==> config.mk <==
export PLATFORM = sky130hd
export DESIGN_NAME = alpha_bounding_box_trim_unit
export DESIGN_NICKNAME = d
export VERILOG_FILES = /design/src/hdl/abbt_pkg.sv /design/src/hdl/abbt_tracker.sv /design/src/hdl/alpha_bounding_box_trim_unit.sv
export SDC_FILE = /design/constraint.sdc
export NUM_CORES = 1
export LEC_CHECK = 0
export ABC_AREA = 1
export BUFFER_PORTS_ARGS = -buffer_cell sky130_fd_sc_hd__buf_2
export CORE_MARGIN = 2
export CORE_UTILIZATION = 25
export CTS_BUF_LIST = sky130_fd_sc_hd__clkbuf_4
export CTS_CLUSTER_SIZE = 12
export DETAILED_ROUTE_END_ITERATION = 8
export MAX_ROUTING_LAYER = met4
export PLACE_DENSITY_LB_ADDON = 0.3
export REMOVE_ABC_BUFFERS = 1
export SLEW_MARGIN = 10
export SYNTH_ARGS = -nofsm -noshare
export SYNTH_HDL_FRONTEND = slang
export SYNTH_HIERARCHICAL = 1
export SYNTH_SLANG_ARGS = --single-unit
==> constraint.sdc <==
create_clock -name clk -period 8.4 [get_ports clk]
set_clock_uncertainty 0.2 [all_clocks]
set_input_delay 0.84 -clock clk [delete_from_list [all_inputs] [get_ports clk]]
set_output_delay 0.84 -clock clk [all_outputs]
set_load 0.01 [all_outputs]
==> src/hdl/abbt_pkg.sv <==
// ----------------------------------------------------------------------------
// Alpha bounding box trim package
// Shared widths, register indexes and the types passed between the
// bounding box tracker and the top level.
// ----------------------------------------------------------------------------
package abbt_pkg;

	localparam int ALPHA_W     = 8;
	localparam int CFG_W       = 13;
	localparam int OUT_W       = 13;
	localparam int CFG_IDX_W   = 1;
	localparam int DEF_MAX_DIM = 4096;
	localparam int DEF_SIZE    = 4096;

	localparam logic [CFG_IDX_W-1:0] REG_IMAGE_WIDTH  = 1'd0;
	localparam logic [CFG_IDX_W-1:0] REG_IMAGE_HEIGHT = 1'd1;

	typedef struct packed {
		logic advance;
		logic alpha_nz;
	} step_t;

	typedef struct packed {
		logic [OUT_W-1:0] margin_top;
		logic [OUT_W-1:0] margin_left;
		logic [OUT_W-1:0] margin_bottom;
		logic [OUT_W-1:0] margin_right;
		logic [OUT_W-1:0] trimmed_width;
		logic [OUT_W-1:0] trimmed_height;
		logic             empty_frame;
	} result_t;

endpackage

==> src/hdl/abbt_tracker.sv <==
// ----------------------------------------------------------------------------
// Bounding box tracker
// Raster position counters, running bounding box of non-zero alpha, and
// the frame result formed on the last pixel.
// ----------------------------------------------------------------------------
module abbt_tracker #(
	parameter int CW = 12
) (
	input  logic              clk,
	input  logic              arst_n,
	input  abbt_pkg::step_t   step,
	input  logic [CW-1:0]     last_col,
	input  logic [CW-1:0]     last_row,
	output logic              frame_end,
	output abbt_pkg::result_t res
);

	logic [CW-1:0] col_q, row_q;
	logic [CW-1:0] min_col_q, max_col_q, min_row_q, max_row_q;
	logic          seen_q;

	logic          at_last_col, at_last_row;
	logic          first_hit;
	logic          n_seen;
	logic [CW-1:0] n_min_col, n_max_col, n_min_row, n_max_row;
	logic [CW-1:0] mc, mr, nc, nr;
	logic [CW:0]   box_w, box_h;

	// A counter left beyond a shrunken size wraps as if it sat on the last position.
	assign at_last_col = (col_q >= last_col);
	assign at_last_row = (row_q >= last_row);
	assign frame_end   = at_last_col && at_last_row;

	assign first_hit = step.alpha_nz && !seen_q;
	assign n_seen    = seen_q || step.alpha_nz;

	always_comb begin
		n_min_col = min_col_q;
		n_max_col = max_col_q;
		n_min_row = min_row_q;
		n_max_row = max_row_q;
		if (first_hit) begin
			n_min_col = col_q;
			n_max_col = col_q;
			n_min_row = row_q;
			n_max_row = row_q;
		end else if (step.alpha_nz) begin
			if (col_q < min_col_q) n_min_col = col_q;
			if (col_q > max_col_q) n_max_col = col_q;
			if (row_q < min_row_q) n_min_row = row_q;
			if (row_q > max_row_q) n_max_row = row_q;
		end
	end

	// Clamp the box into the current frame size before forming the margins.
	always_comb begin
		mr = (n_max_row > last_row) ? last_row : n_max_row;
		mc = (n_max_col > last_col) ? last_col : n_max_col;
		nr = (n_min_row > mr) ? mr : n_min_row;
		nc = (n_min_col > mc) ? mc : n_min_col;
	end

	assign box_w = {1'b0, mc} - {1'b0, nc} + {{CW{1'b0}}, 1'b1};
	assign box_h = {1'b0, mr} - {1'b0, nr} + {{CW{1'b0}}, 1'b1};

	always_comb begin
		res = '0;
		res.empty_frame = !n_seen;
		if (n_seen) begin
			res.margin_top     = abbt_pkg::OUT_W'(nr);
			res.margin_left    = abbt_pkg::OUT_W'(nc);
			res.margin_bottom  = abbt_pkg::OUT_W'(last_row - mr);
			res.margin_right   = abbt_pkg::OUT_W'(last_col - mc);
			res.trimmed_width  = abbt_pkg::OUT_W'(box_w);
			res.trimmed_height = abbt_pkg::OUT_W'(box_h);
		end
	end

	always_ff @(posedge clk or negedge arst_n) begin
		if (!arst_n) begin
			col_q     <= '0;
			row_q     <= '0;
			min_col_q <= '0;
			max_col_q <= '0;
			min_row_q <= '0;
			max_row_q <= '0;
			seen_q    <= 1'b0;
		end else if (step.advance) begin
			if (frame_end) begin
				col_q     <= '0;
				row_q     <= '0;
				min_col_q <= '0;
				max_col_q <= '0;
				min_row_q <= '0;
				max_row_q <= '0;
				seen_q    <= 1'b0;
			end else begin
				if (at_last_col) begin
					col_q <= '0;
					row_q <= row_q + {{(CW-1){1'b0}}, 1'b1};
				end else begin
					col_q <= col_q + {{(CW-1){1'b0}}, 1'b1};
				end
				min_col_q <= n_min_col;
				max_col_q <= n_max_col;
				min_row_q <= n_min_row;
				max_row_q <= n_max_row;
				seen_q    <= n_seen;
			end
		end
	end

endmodule

==> src/hdl/alpha_bounding_box_trim_unit.sv <==
// ----------------------------------------------------------------------------
// Alpha bounding box trim unit
// Finds the bounding box of non-zero alpha in a raster-order frame and
// reports the transparent margins and the trimmed size once per frame.
// ----------------------------------------------------------------------------
// Usage:
//   Configure image_width (index 0) and image_height (index 1) through the
//   write port while the unit is idle. A size of zero acts as one, a size
//   above MAX_DIM acts as MAX_DIM. Both reset to 4096 (clamped to MAX_DIM).
//   Stream one alpha byte per transfer on the in_* channel, in raster order.
//   The unit takes one pixel per cycle while no last pixel is held. Each
//   pixel passes an input register before it is folded into the bounding
//   box, so the frame result is offered on the out_* channel once the last
//   pixel leaves the input register, and only then.
//   The result sits in an output register: pixels of the next frame keep
//   flowing while it waits. Only the last pixel of a frame stalls, in the
//   input register, while a previous result is still not taken.
//   An empty frame reports empty_frame with all sizes and margins zero.
//   Reset clears the position counters, the bounding box and the valid
//   flags of both pipeline stages, and restores the default frame size.
// ----------------------------------------------------------------------------
module alpha_bounding_box_trim_unit #(
	parameter int MAX_DIM = abbt_pkg::DEF_MAX_DIM
) (
	input  logic                           clk,
	input  logic                           arst_n,
	input  logic                           cfg_write,
	input  logic [abbt_pkg::CFG_IDX_W-1:0] cfg_index,
	input  logic [abbt_pkg::CFG_W-1:0]     cfg_data,
	input  logic                           in_valid,
	output logic                           in_ready,
	input  logic [abbt_pkg::ALPHA_W-1:0]   alpha,
	output logic                           out_valid,
	input  logic                           out_ready,
	output logic [abbt_pkg::OUT_W-1:0]     margin_top,
	output logic [abbt_pkg::OUT_W-1:0]     margin_left,
	output logic [abbt_pkg::OUT_W-1:0]     margin_bottom,
	output logic [abbt_pkg::OUT_W-1:0]     margin_right,
	output logic [abbt_pkg::OUT_W-1:0]     trimmed_width,
	output logic [abbt_pkg::OUT_W-1:0]     trimmed_height,
	output logic                           empty_frame
);

	localparam int CW = $clog2(MAX_DIM);
	localparam int RESET_DIM =
		(abbt_pkg::DEF_SIZE > MAX_DIM) ? MAX_DIM : abbt_pkg::DEF_SIZE;
	localparam logic [CW-1:0] LAST_RESET = CW'(RESET_DIM - 1);
	localparam logic [CW-1:0] LAST_MAX   = CW'(MAX_DIM - 1);

	logic [CW-1:0]     last_col_q, last_row_q;
	logic [CW-1:0]     cfg_last;
	logic              valid_s1;
	logic              alpha_nz_s1;
	logic              advance;
	logic              frame_end;
	abbt_pkg::step_t   step;
	abbt_pkg::result_t res;
	abbt_pkg::result_t res_s2;
	logic              out_valid_s2;

	// Convert a written size into the last valid position index.
	always_comb begin
		if (cfg_data == '0) begin
			cfg_last = '0;
		end else if (32'(cfg_data) > MAX_DIM) begin
			cfg_last = LAST_MAX;
		end else begin
			cfg_last = CW'(cfg_data - abbt_pkg::CFG_W'(1));
		end
	end

	always_ff @(posedge clk or negedge arst_n) begin
		if (!arst_n) begin
			last_col_q <= LAST_RESET;
			last_row_q <= LAST_RESET;
		end else if (cfg_write) begin
			unique case (cfg_index)
				abbt_pkg::REG_IMAGE_WIDTH:  last_col_q <= cfg_last;
				abbt_pkg::REG_IMAGE_HEIGHT: last_row_q <= cfg_last;
				default: ;
			endcase
		end
	end

	// Only a pixel that closes a frame needs room in the output register.
	assign advance  = valid_s1 && (!frame_end || !out_valid_s2 || out_ready);
	assign in_ready = !valid_s1 || advance;

	always_ff @(posedge clk or negedge arst_n) begin
		if (!arst_n) begin
			valid_s1 <= 1'b0;
		end else if (in_ready) begin
			valid_s1 <= in_valid;
		end
	end

	always_ff @(posedge clk) begin
		if (in_valid && in_ready) begin
			alpha_nz_s1 <= (alpha != '0);
		end
	end

	assign step.advance  = advance;
	assign step.alpha_nz = alpha_nz_s1;

	abbt_tracker #(
		.CW(CW)
	) u_tracker (
		.clk      (clk),
		.arst_n   (arst_n),
		.step     (step),
		.last_col (last_col_q),
		.last_row (last_row_q),
		.frame_end(frame_end),
		.res      (res)
	);

	always_ff @(posedge clk or negedge arst_n) begin
		if (!arst_n) begin
			out_valid_s2 <= 1'b0;
		end else if (advance && frame_end) begin
			out_valid_s2 <= 1'b1;
		end else if (out_ready) begin
			out_valid_s2 <= 1'b0;
		end
	end

	always_ff @(posedge clk) begin
		if (advance && frame_end) begin
			res_s2 <= res;
		end
	end

	assign out_valid      = out_valid_s2;
	assign margin_top     = res_s2.margin_top;
	assign margin_left    = res_s2.margin_left;
	assign margin_bottom  = res_s2.margin_bottom;
	assign margin_right   = res_s2.margin_right;
	assign trimmed_width  = res_s2.trimmed_width;
	assign trimmed_height = res_s2.trimmed_height;
	assign empty_frame    = res_s2.empty_frame;

	// A frame that closes always leaves a result behind.
	a_frame_result: assert property (@(posedge clk) disable iff (!arst_n)
		advance && frame_end |=> out_valid)
		else $error("frame end did not produce a result");

	// Back pressure only ever comes from a held pixel behind a held result.
	a_stall_cause: assert property (@(posedge clk) disable iff (!arst_n)
		!in_ready |-> valid_s1 && out_valid && !out_ready)
		else $error("input stalled without a pending result");

	// An empty frame carries no box.
	a_empty_zero: assert property (@(posedge clk) disable iff (!arst_n)
		out_valid && empty_frame |-> trimmed_width == '0 && trimmed_height == '0
			&& margin_top == '0 && margin_left == '0)
		else $error("empty frame with non-zero box");

	// Margins and the box span the full frame width when content was seen.
	a_width_sum: assert property (@(posedge clk) disable iff (!arst_n)
		out_valid && !empty_frame && !$changed(last_col_q) |->
			32'(margin_left) + 32'(trimmed_width) + 32'(margin_right)
				== 32'(last_col_q) + 32'd1)
		else $error("horizontal margins and width do not add up");

endmodule

==> results of run 1 <==
==> per-stage QoR <==
stage	util (%)	setup slack (ps)	std cells
after floorplan	-	1600	1747
after global placement	27.5	769	2576
after detailed placement	27.5	614	2576
after CTS	28.0	568	2609
after global routing	28.1	8.99	2610
final	28.1	789	2610
==> flip-flops by register name, summed over array words and instances (netlist names) <==
signal               count
margin_bottom           13
margin_left             13
margin_right            13
margin_top              13
trimmed_height          13
trimmed_width           13
last_col_q              12
last_row_q              12
u_tracker/col_q         12
u_tracker/max_col_q     12
u_tracker/max_row_q     12
u_tracker/min_col_q     12
u_tracker/min_row_q     12
u_tracker/row_q         12
alpha_nz_s1              1
empty_frame              1
out_valid                1
u_tracker/seen_q         1
valid_s1                 1
==> worst max-delay path: cells and delay by family (launching register included) <==
family                   cells  cell delay (ps)
buffers and inverters        8              760
adder cells (fa/ha/maj)      6             1630
AND/OR/NAND/NOR             19             1990
AO/OA/AOI/OAI               13             2280
flip-flops                   1              520
==> kinds of logic (layout without fill, tap and decap cells) <==
group,count (synthesis),in the layout,share of synthesized area [%]
fa+ha+maj,184,184,16.9
xor+xnor,12,12,0.762
buf+inv,348,458,10.1
simple gates,771,771,24.6
compound gates,299,299,12.0
other cells,1,3,0.0272
flops,179,179,35.6
==> cells in the mapped netlist, types with 6 or more instances <==
master and number:
sky130_fd_sc_hd__o21ai_0 122, sky130_fd_sc_hd__inv_2 8, sky130_fd_sc_hd__buf_2 7, sky130_fd_sc_hd__nand2_2 29, sky130_fd_sc_hd__xor2_1 9, sky130_fd_sc_hd__edfxtp_1 80, sky130_fd_sc_hd__nand2_4 6, sky130_fd_sc_hd__o22ai_1 45
sky130_fd_sc_hd__nor2_1 138, sky130_fd_sc_hd__nor4_1 6, sky130_fd_sc_hd__ha_1 180, sky130_fd_sc_hd__nor2_2 12, sky130_fd_sc_hd__a21oi_1 85, sky130_fd_sc_hd__nor3_1 23, sky130_fd_sc_hd__dfstp_2 24, sky130_fd_sc_hd__buf_6 7
sky130_fd_sc_hd__nand3_2 13, sky130_fd_sc_hd__o21ai_1 6, sky130_fd_sc_hd__a31oi_1 7, sky130_fd_sc_hd__dfrtp_1 75, sky130_fd_sc_hd__o21bai_1 7, sky130_fd_sc_hd__nand2_1 424, sky130_fd_sc_hd__nand4_1 12, sky130_fd_sc_hd__nand3_1 94
sky130_fd_sc_hd__inv_1 292, sky130_fd_sc_hd__clkbuf_1 24
==> what timing repair did <==
action,CTS,global route
gates resized for setup,0,18
hold endpoints to repair,20,0
hold buffers,1,0
endpoints found under the setup margin,0,5
==> area by class of cell <==
class                      instances  area share [%]
inverter                         300            7.31
tap                              704            5.71
clock buffer                      19           0.925
clock inverter                    13           0.869
sequential                       179            31.9
multi-input combinational       1268            48.9
antenna                            1          0.0162
timing repair buffer             126            4.43
==> final timing paths <==
| check | start | endpoint | slack (ps) | cells after the start |
|---|---|---|---|---|
| worst max-delay path | u_tracker/col_q[10] | trimmed_width[11] | 790 | 46 |
| worst max register to register | u_tracker/col_q[10] | trimmed_width[11] | 790 | 46 |
| min in group asynchronous | arst_n | valid_s1 | 390 | 2 |
| max in group asynchronous | arst_n | u_tracker/min_col_q[2] | 6250 | 3 |
| worst min register to register | last_row_q[5] | last_row_q[5] | 280 | 2 |
| worst min-delay path | in_valid | valid_s1 | 280 | 3 |
==> routing by layer <==
layer	global-route usage, %	part of all wire, %	routed length (um)
met1	20.3	51	20500
met2	22.8	45	18100
met3	1.49	2.9	1150
met4	3.50	1.3	539
met5	-	0	0
==> run summary, run 1 <==
Data on the critical path arrives at its endpoint at 7810 ps. The worst pin sits at a relative slew slack of 26.2%. The tools report the sum of negative setup slack as 0 ps.

The cell that appears most often on the critical path is sky130_fd_sc_hd__inv_1. Synthesis instantiated 49 different standard cells from the library. In this run the remaining antenna-violating nets after routing total 0. The logs give 15400 um^2 for the cell area after layout and 1794 for the number of instances in the synthesized netlist. Ranked by total cell area, the synthesized netlist is headed by sky130_fd_sc_hd__edfxtp_1 17%, sky130_fd_sc_hd__ha_1 16%, sky130_fd_sc_hd__dfrtp_1 14%. The worst hold margin was 276 ps; the number of inserted filler cells in the final layout was 5973. The clock net in this run drives a total of 179 sinks. Shortest clock period the worst path allows after layout: 7610 ps.

Setup repair after global routing left no endpoint under its margin. Clock-pin slew was measured on the worst setup and hold paths at 180 ps. The run gives 2 as the maximum buffer depth of the clock tree. The hold violation total from the final report came out at 0.

Number of global-route vias before repair: 11700. The die is 239 um wide. The die is 239 um tall.

The cell area that synthesis handed to floorplanning was 13800 um^2. The pre-antenna-repair detailed-routing pass consisted of 7 iterations. The fraction of layout instances using a drive strength above 1 was 13.6%; the maximum number of pins on one net before global-route repair was 80.

Weighted congestion reported at the end of routability-driven placement: 0.877. For the multi-input gate area in the final layout, the log shows 7530 um^2. For this run, the number of Yosys warnings is 6. The run gives 86 as the number of placement rows. Kind of path behind the tightest hold check: in2reg. Kind of critical path: reg2reg. The insertion delay of the later-clocked pin in the worst-skew pair is 650 ps. Via density per instance: 4.62.

For this run the aggregate overflow at the end of global routing stands at 0. Across the run, the number of max-cap violations was 0. Counting flops with an async set or reset pin after synthesis yields a share of 55.3%.

The slowest stage of the critical path is the sky130_fd_sc_hd__dfrtp_1 cell. The buffer type at the clock tree root was sky130_fd_sc_hd__clkbuf_4. The count of H-tree levels built during CTS is 4, and the first-pass GRT wire length is 64100 um. The portion of synthesized cell area occupied by the leading cell type was 17.4%; the highest attainable clock frequency was 0.131 GHz. The transition time at the pin with the least slew margin is 1110 ps. Critical path launch point type: a flip-flop. The first-iteration detailed-routing DRC count was 789; the initial standard-cell utilization of the core was 25.1%.

Total vias in the final route: 12000. Averaged over all synthesized cells, the footprint is 7.69 um^2. The share of the Yosys chip area taken by registers is 35.6%.

The number of port buffers came out at 107. Number of synthesized flops with an enable pin: 80. In the finished design, the share of the clock period the worst path needs comes to 90.6%.

The flop and latch count out of synthesis is 179, and the global-route usage over all layers is 14.6%. The core region is 54900 um^2. The run finished with clean final reports.

At the end of the flow, the number of nets in the layout was 2103. The flip-flop cell with the highest count after synthesis was sky130_fd_sc_hd__edfxtp_1. The half-perimeter wire length of the detailed placement result is 31800 um.

Post-CTS timing repair inserted 0 buffers for setup. The delay of the slowest critical-path stage works out to 520 ps. The initial antenna violation count was 1. The top cell types in the final layout, fill and taps aside, are 423 x sky130_fd_sc_hd__nand2_1, 290 x sky130_fd_sc_hd__inv_1, 180 x sky130_fd_sc_hd__ha_1, 137 x sky130_fd_sc_hd__nor2_1, 108 x sky130_fd_sc_hd__o21ai_0. The max-slew violation total from the final report was 0; the instance area after placement was 15100 um^2. Setup violations remaining at the end of the flow were counted as 0. The worst endpoint required time came out at 8600 ps. The worst-path maximum fanout came out at 23. Pin placement for this block handled 108 I/O pins. The nature of the critical path endpoint is a flip-flop.

The signed area change from the synthesized netlist to the final layout came out at 11.7%. The synthesized design spends more area on one cell type than any other, namely sky130_fd_sc_hd__edfxtp_1. For this run, design rule violations remaining after detail routing come to 0. Across the whole layout, storage elements account for 4910 um^2.

The logs give 17 for the number of buffers inserted during clock tree synthesis and 40300 um for the total wirelength of the detailed-routed design. TritonCTS built the clock tree. Final routed wire length divided by cell count: 15.4 um.

Leaving out fill and tap cells, the most frequent cell in the layout is sky130_fd_sc_hd__nand2_1. The die covers 57100 um^2.
Power of run 1 is left out: the tool's default activity adds up to more than one toggle a clock period on the data nets, which glitch-free logic cannot reach.
==> run 2, diff against run 1 <==
--- a/config.mk
+++ b/config.mk
@@ -7,6 +7,7 @@
 export LEC_CHECK = 0
 export ABC_AREA = 1
 export BUFFER_PORTS_ARGS = -buffer_cell sky130_fd_sc_hd__buf_2
+export CORE_ASPECT_RATIO = 1.75
 export CORE_MARGIN = 2
 export CORE_UTILIZATION = 25
 export CTS_BUF_LIST = sky130_fd_sc_hd__clkbuf_4
==> run summary, run 2 (same netlist as run 1, synthesis figures left out) <==
Counting along the longest clock path gives a buffer depth of 2. The vertical extent of the die was 315 um. The via density per instance is 4.70. The tools report the total wirelength of the detailed-routed design as 44000 um.

In this run the worst hold path is classified as in2reg. The hold violation total from the final report is 0. The worst hold path was traced through 3 stages. At the worst endpoint, the required time is 8580 ps. Worst-path cell with the longest stage delay: sky130_fd_sc_hd__edfxtp_1. The die covers 57200 um^2.

In this run, the number of DRC markers left after iteration 0 of detailed routing was 652. The number of placement rows is 113, and the transition time at the pin with the least slew margin is 995 ps. After detailed routing, the average wire length per cell comes to 16.8 um.

The signed area change from the synthesized netlist to the final layout is 12.8%. Entering global routing, the biggest net connects 73 pins. The cell family contributing the most delay on the critical path is simple AND/OR/NAND/NOR gates. Setup violations remaining at the end of the flow were counted as 0. The tools report the max-slew violation total from the final report as 0. Number of inserted filler cells in the final layout: 5880. For this run, the detailed router's first-pass iteration total came to 6. In this run, CTS created clock tree buffers numbering 17. Measured against its own limit, the worst slew margin works out to 33.6%. The logs give 12300 for the number of global-route vias before repair and 35300 um for the half-perimeter wire length of the detailed placement result. For this run, the total global-route usage over all layers was measured as 16.0%. Along the worst path, the maximum fanout reaches 23.

The worst hold path terminates at valid_s1. Measured on the finished design, the core utilization comes to 28.6%. The kind of critical path is reg2reg.

Data arrives at the worst endpoint at 7810 ps. Clock-pin slew was measured on the worst setup and hold paths at 160 ps. The run finished with clean final reports. Die outline width: 182 um. The worst register-to-register path ends at trimmed_width[12]. For this configuration, the core starts out at a cell density of 25.3%. The tool flagged a number of max-cap violations equal to 0. Across all layers, the routed design uses 12300 vias. For this run, design rule violations remaining after detail routing come to 0.

Setup repair after global routing left no endpoint under its margin. In this design, the critical path's most frequently occurring cell is sky130_fd_sc_hd__nand2_1. The number of primary I/O pins was 108; the fraction of layout instances using a drive strength above 1 was 14.6%.

Setup slack on the critical path of the routed design comes to 768 ps. Summed over all layers, the global routing overflow is 0. The tools report the TritonCTS sink count as 179. TritonCTS built the clock tree. The post-route fraction of the period consumed by the critical path came out at 90.9%.

The H-tree was split into 4 levels. For the finished layout, the period the worst path requires is 7630 ps. The later pin in the worst-skew pair is clocked with a latency of 640 ps. The library cells used most frequently in the layout, excluding fill and tap cells, are 423 x sky130_fd_sc_hd__nand2_1, 289 x sky130_fd_sc_hd__inv_1, 180 x sky130_fd_sc_hd__ha_1, 137 x sky130_fd_sc_hd__nor2_1, 109 x sky130_fd_sc_hd__o21ai_0. The delay of the slowest critical-path stage works out to 580 ps.

The origin of the critical flop-to-flop path was alpha_nz_s1. The region available for standard cell placement spans 54400 um^2. The tools report the buffer type at the clock tree root as sky130_fd_sc_hd__clkbuf_4. The number of buffers and inverters on the critical path is 8.

The tools report the initial antenna violation count as 1. For the final routed database, the setup TNS stands at 0 ps. The nature of the critical path endpoint is a flip-flop. The weighted congestion reported at the end of routability-driven placement is 0.912.

The worst setup path is launched from a flip-flop. The number of port buffers was 107. Leading cell type in the layout, fill and taps excluded: sky130_fd_sc_hd__nand2_1.

For the count of antenna-violating nets left after detailed routing, the log shows 0. For the pre-CTS setup slack, the log shows 339 ps. The first global-routing pass estimated 67800 um of wire. After the last flow step, the layout net total stands at 2123. Logic depth of the worst path, buffers included: 41.

Across all register-to-register paths, the minimum setup slack is 770 ps. Static timing analysis puts the maximum clock frequency at 0.131 GHz. In this run the most critical hold path is launched from in_valid. The worst register-to-register path has a depth of 41.

The post-CTS setup-driven buffer insertion count came out at 0.
## run 2: changes by cell type in the layout (fill, tap and decap cells not counted), sizes merged
cell and change:
clkinv -5, buf +20, clkinvlp +1, clkbuf -2, inv +6
## run 2: layout make-up
cell class	count	area, um^2	area share [%]
Antenna cell	1	2.50	0.0161
Clock buffer	17	128	0.820
Clock inverter	15	169	1.09
Inverter	300	1130	7.24
Multi-Input combinational cell	1268	7530	48.4
Sequential cell	179	4910	31.6
Tap cell	690	863	5.55
Timing Repair Buffer	146	833	5.35
## run 2: metal layers
layer / part of all wire (%) / routed length, um / track usage [%]
met4: 6.4 / 2840 / 9.81
met1: 36 / 15700 / 14.9
met2: 56 / 24500 / 31.0
met5: 0 / 0 / -
met3: 2.3 / 1020 / 1.81
## run 2: stage by stage
stage | hold WS [ps] | cells | cell area (um^2)
3_3_place_gp | 274 | 2582 | 15200
4_1_cts | 174 | 2615 | 15500
5_1_grt | 199 | 2616 | 15600
6_report | 236 | 2616 | 15600
3_5_place_dp | 261 | 2582 | 15200
2_1_floorplan | 248 | 1747 | 13500
## run 2: how the worst max path moves through the flow
stage,start,endpoint,slack (ps)
6_report,alpha_nz_s1,trimmed_width[12],770
5_1_grt,u_tracker/row_q[9],trimmed_height[11],30
4_1_cts,alpha_nz_s1,trimmed_height[11],300
3_5_place_dp,alpha_nz_s1,trimmed_height[11],340
3_3_place_gp,alpha_nz_s1,trimmed_height[12],360
2_1_floorplan,u_tracker/row_q[11],trimmed_height[11],1600
## run 2: what timing repair did
item                       CTS  global route
setup endpoints to repair    0             4
hold endpoints to repair    27             0
hold buffers                 1             0
resized for setup            0            16
## run 2: worst min-delay path: cells and delay by family
kind          cells  cell delay, ps
simple gates      2             130
buf+inv           1              70
Power of run 2 is left out for the same reason.
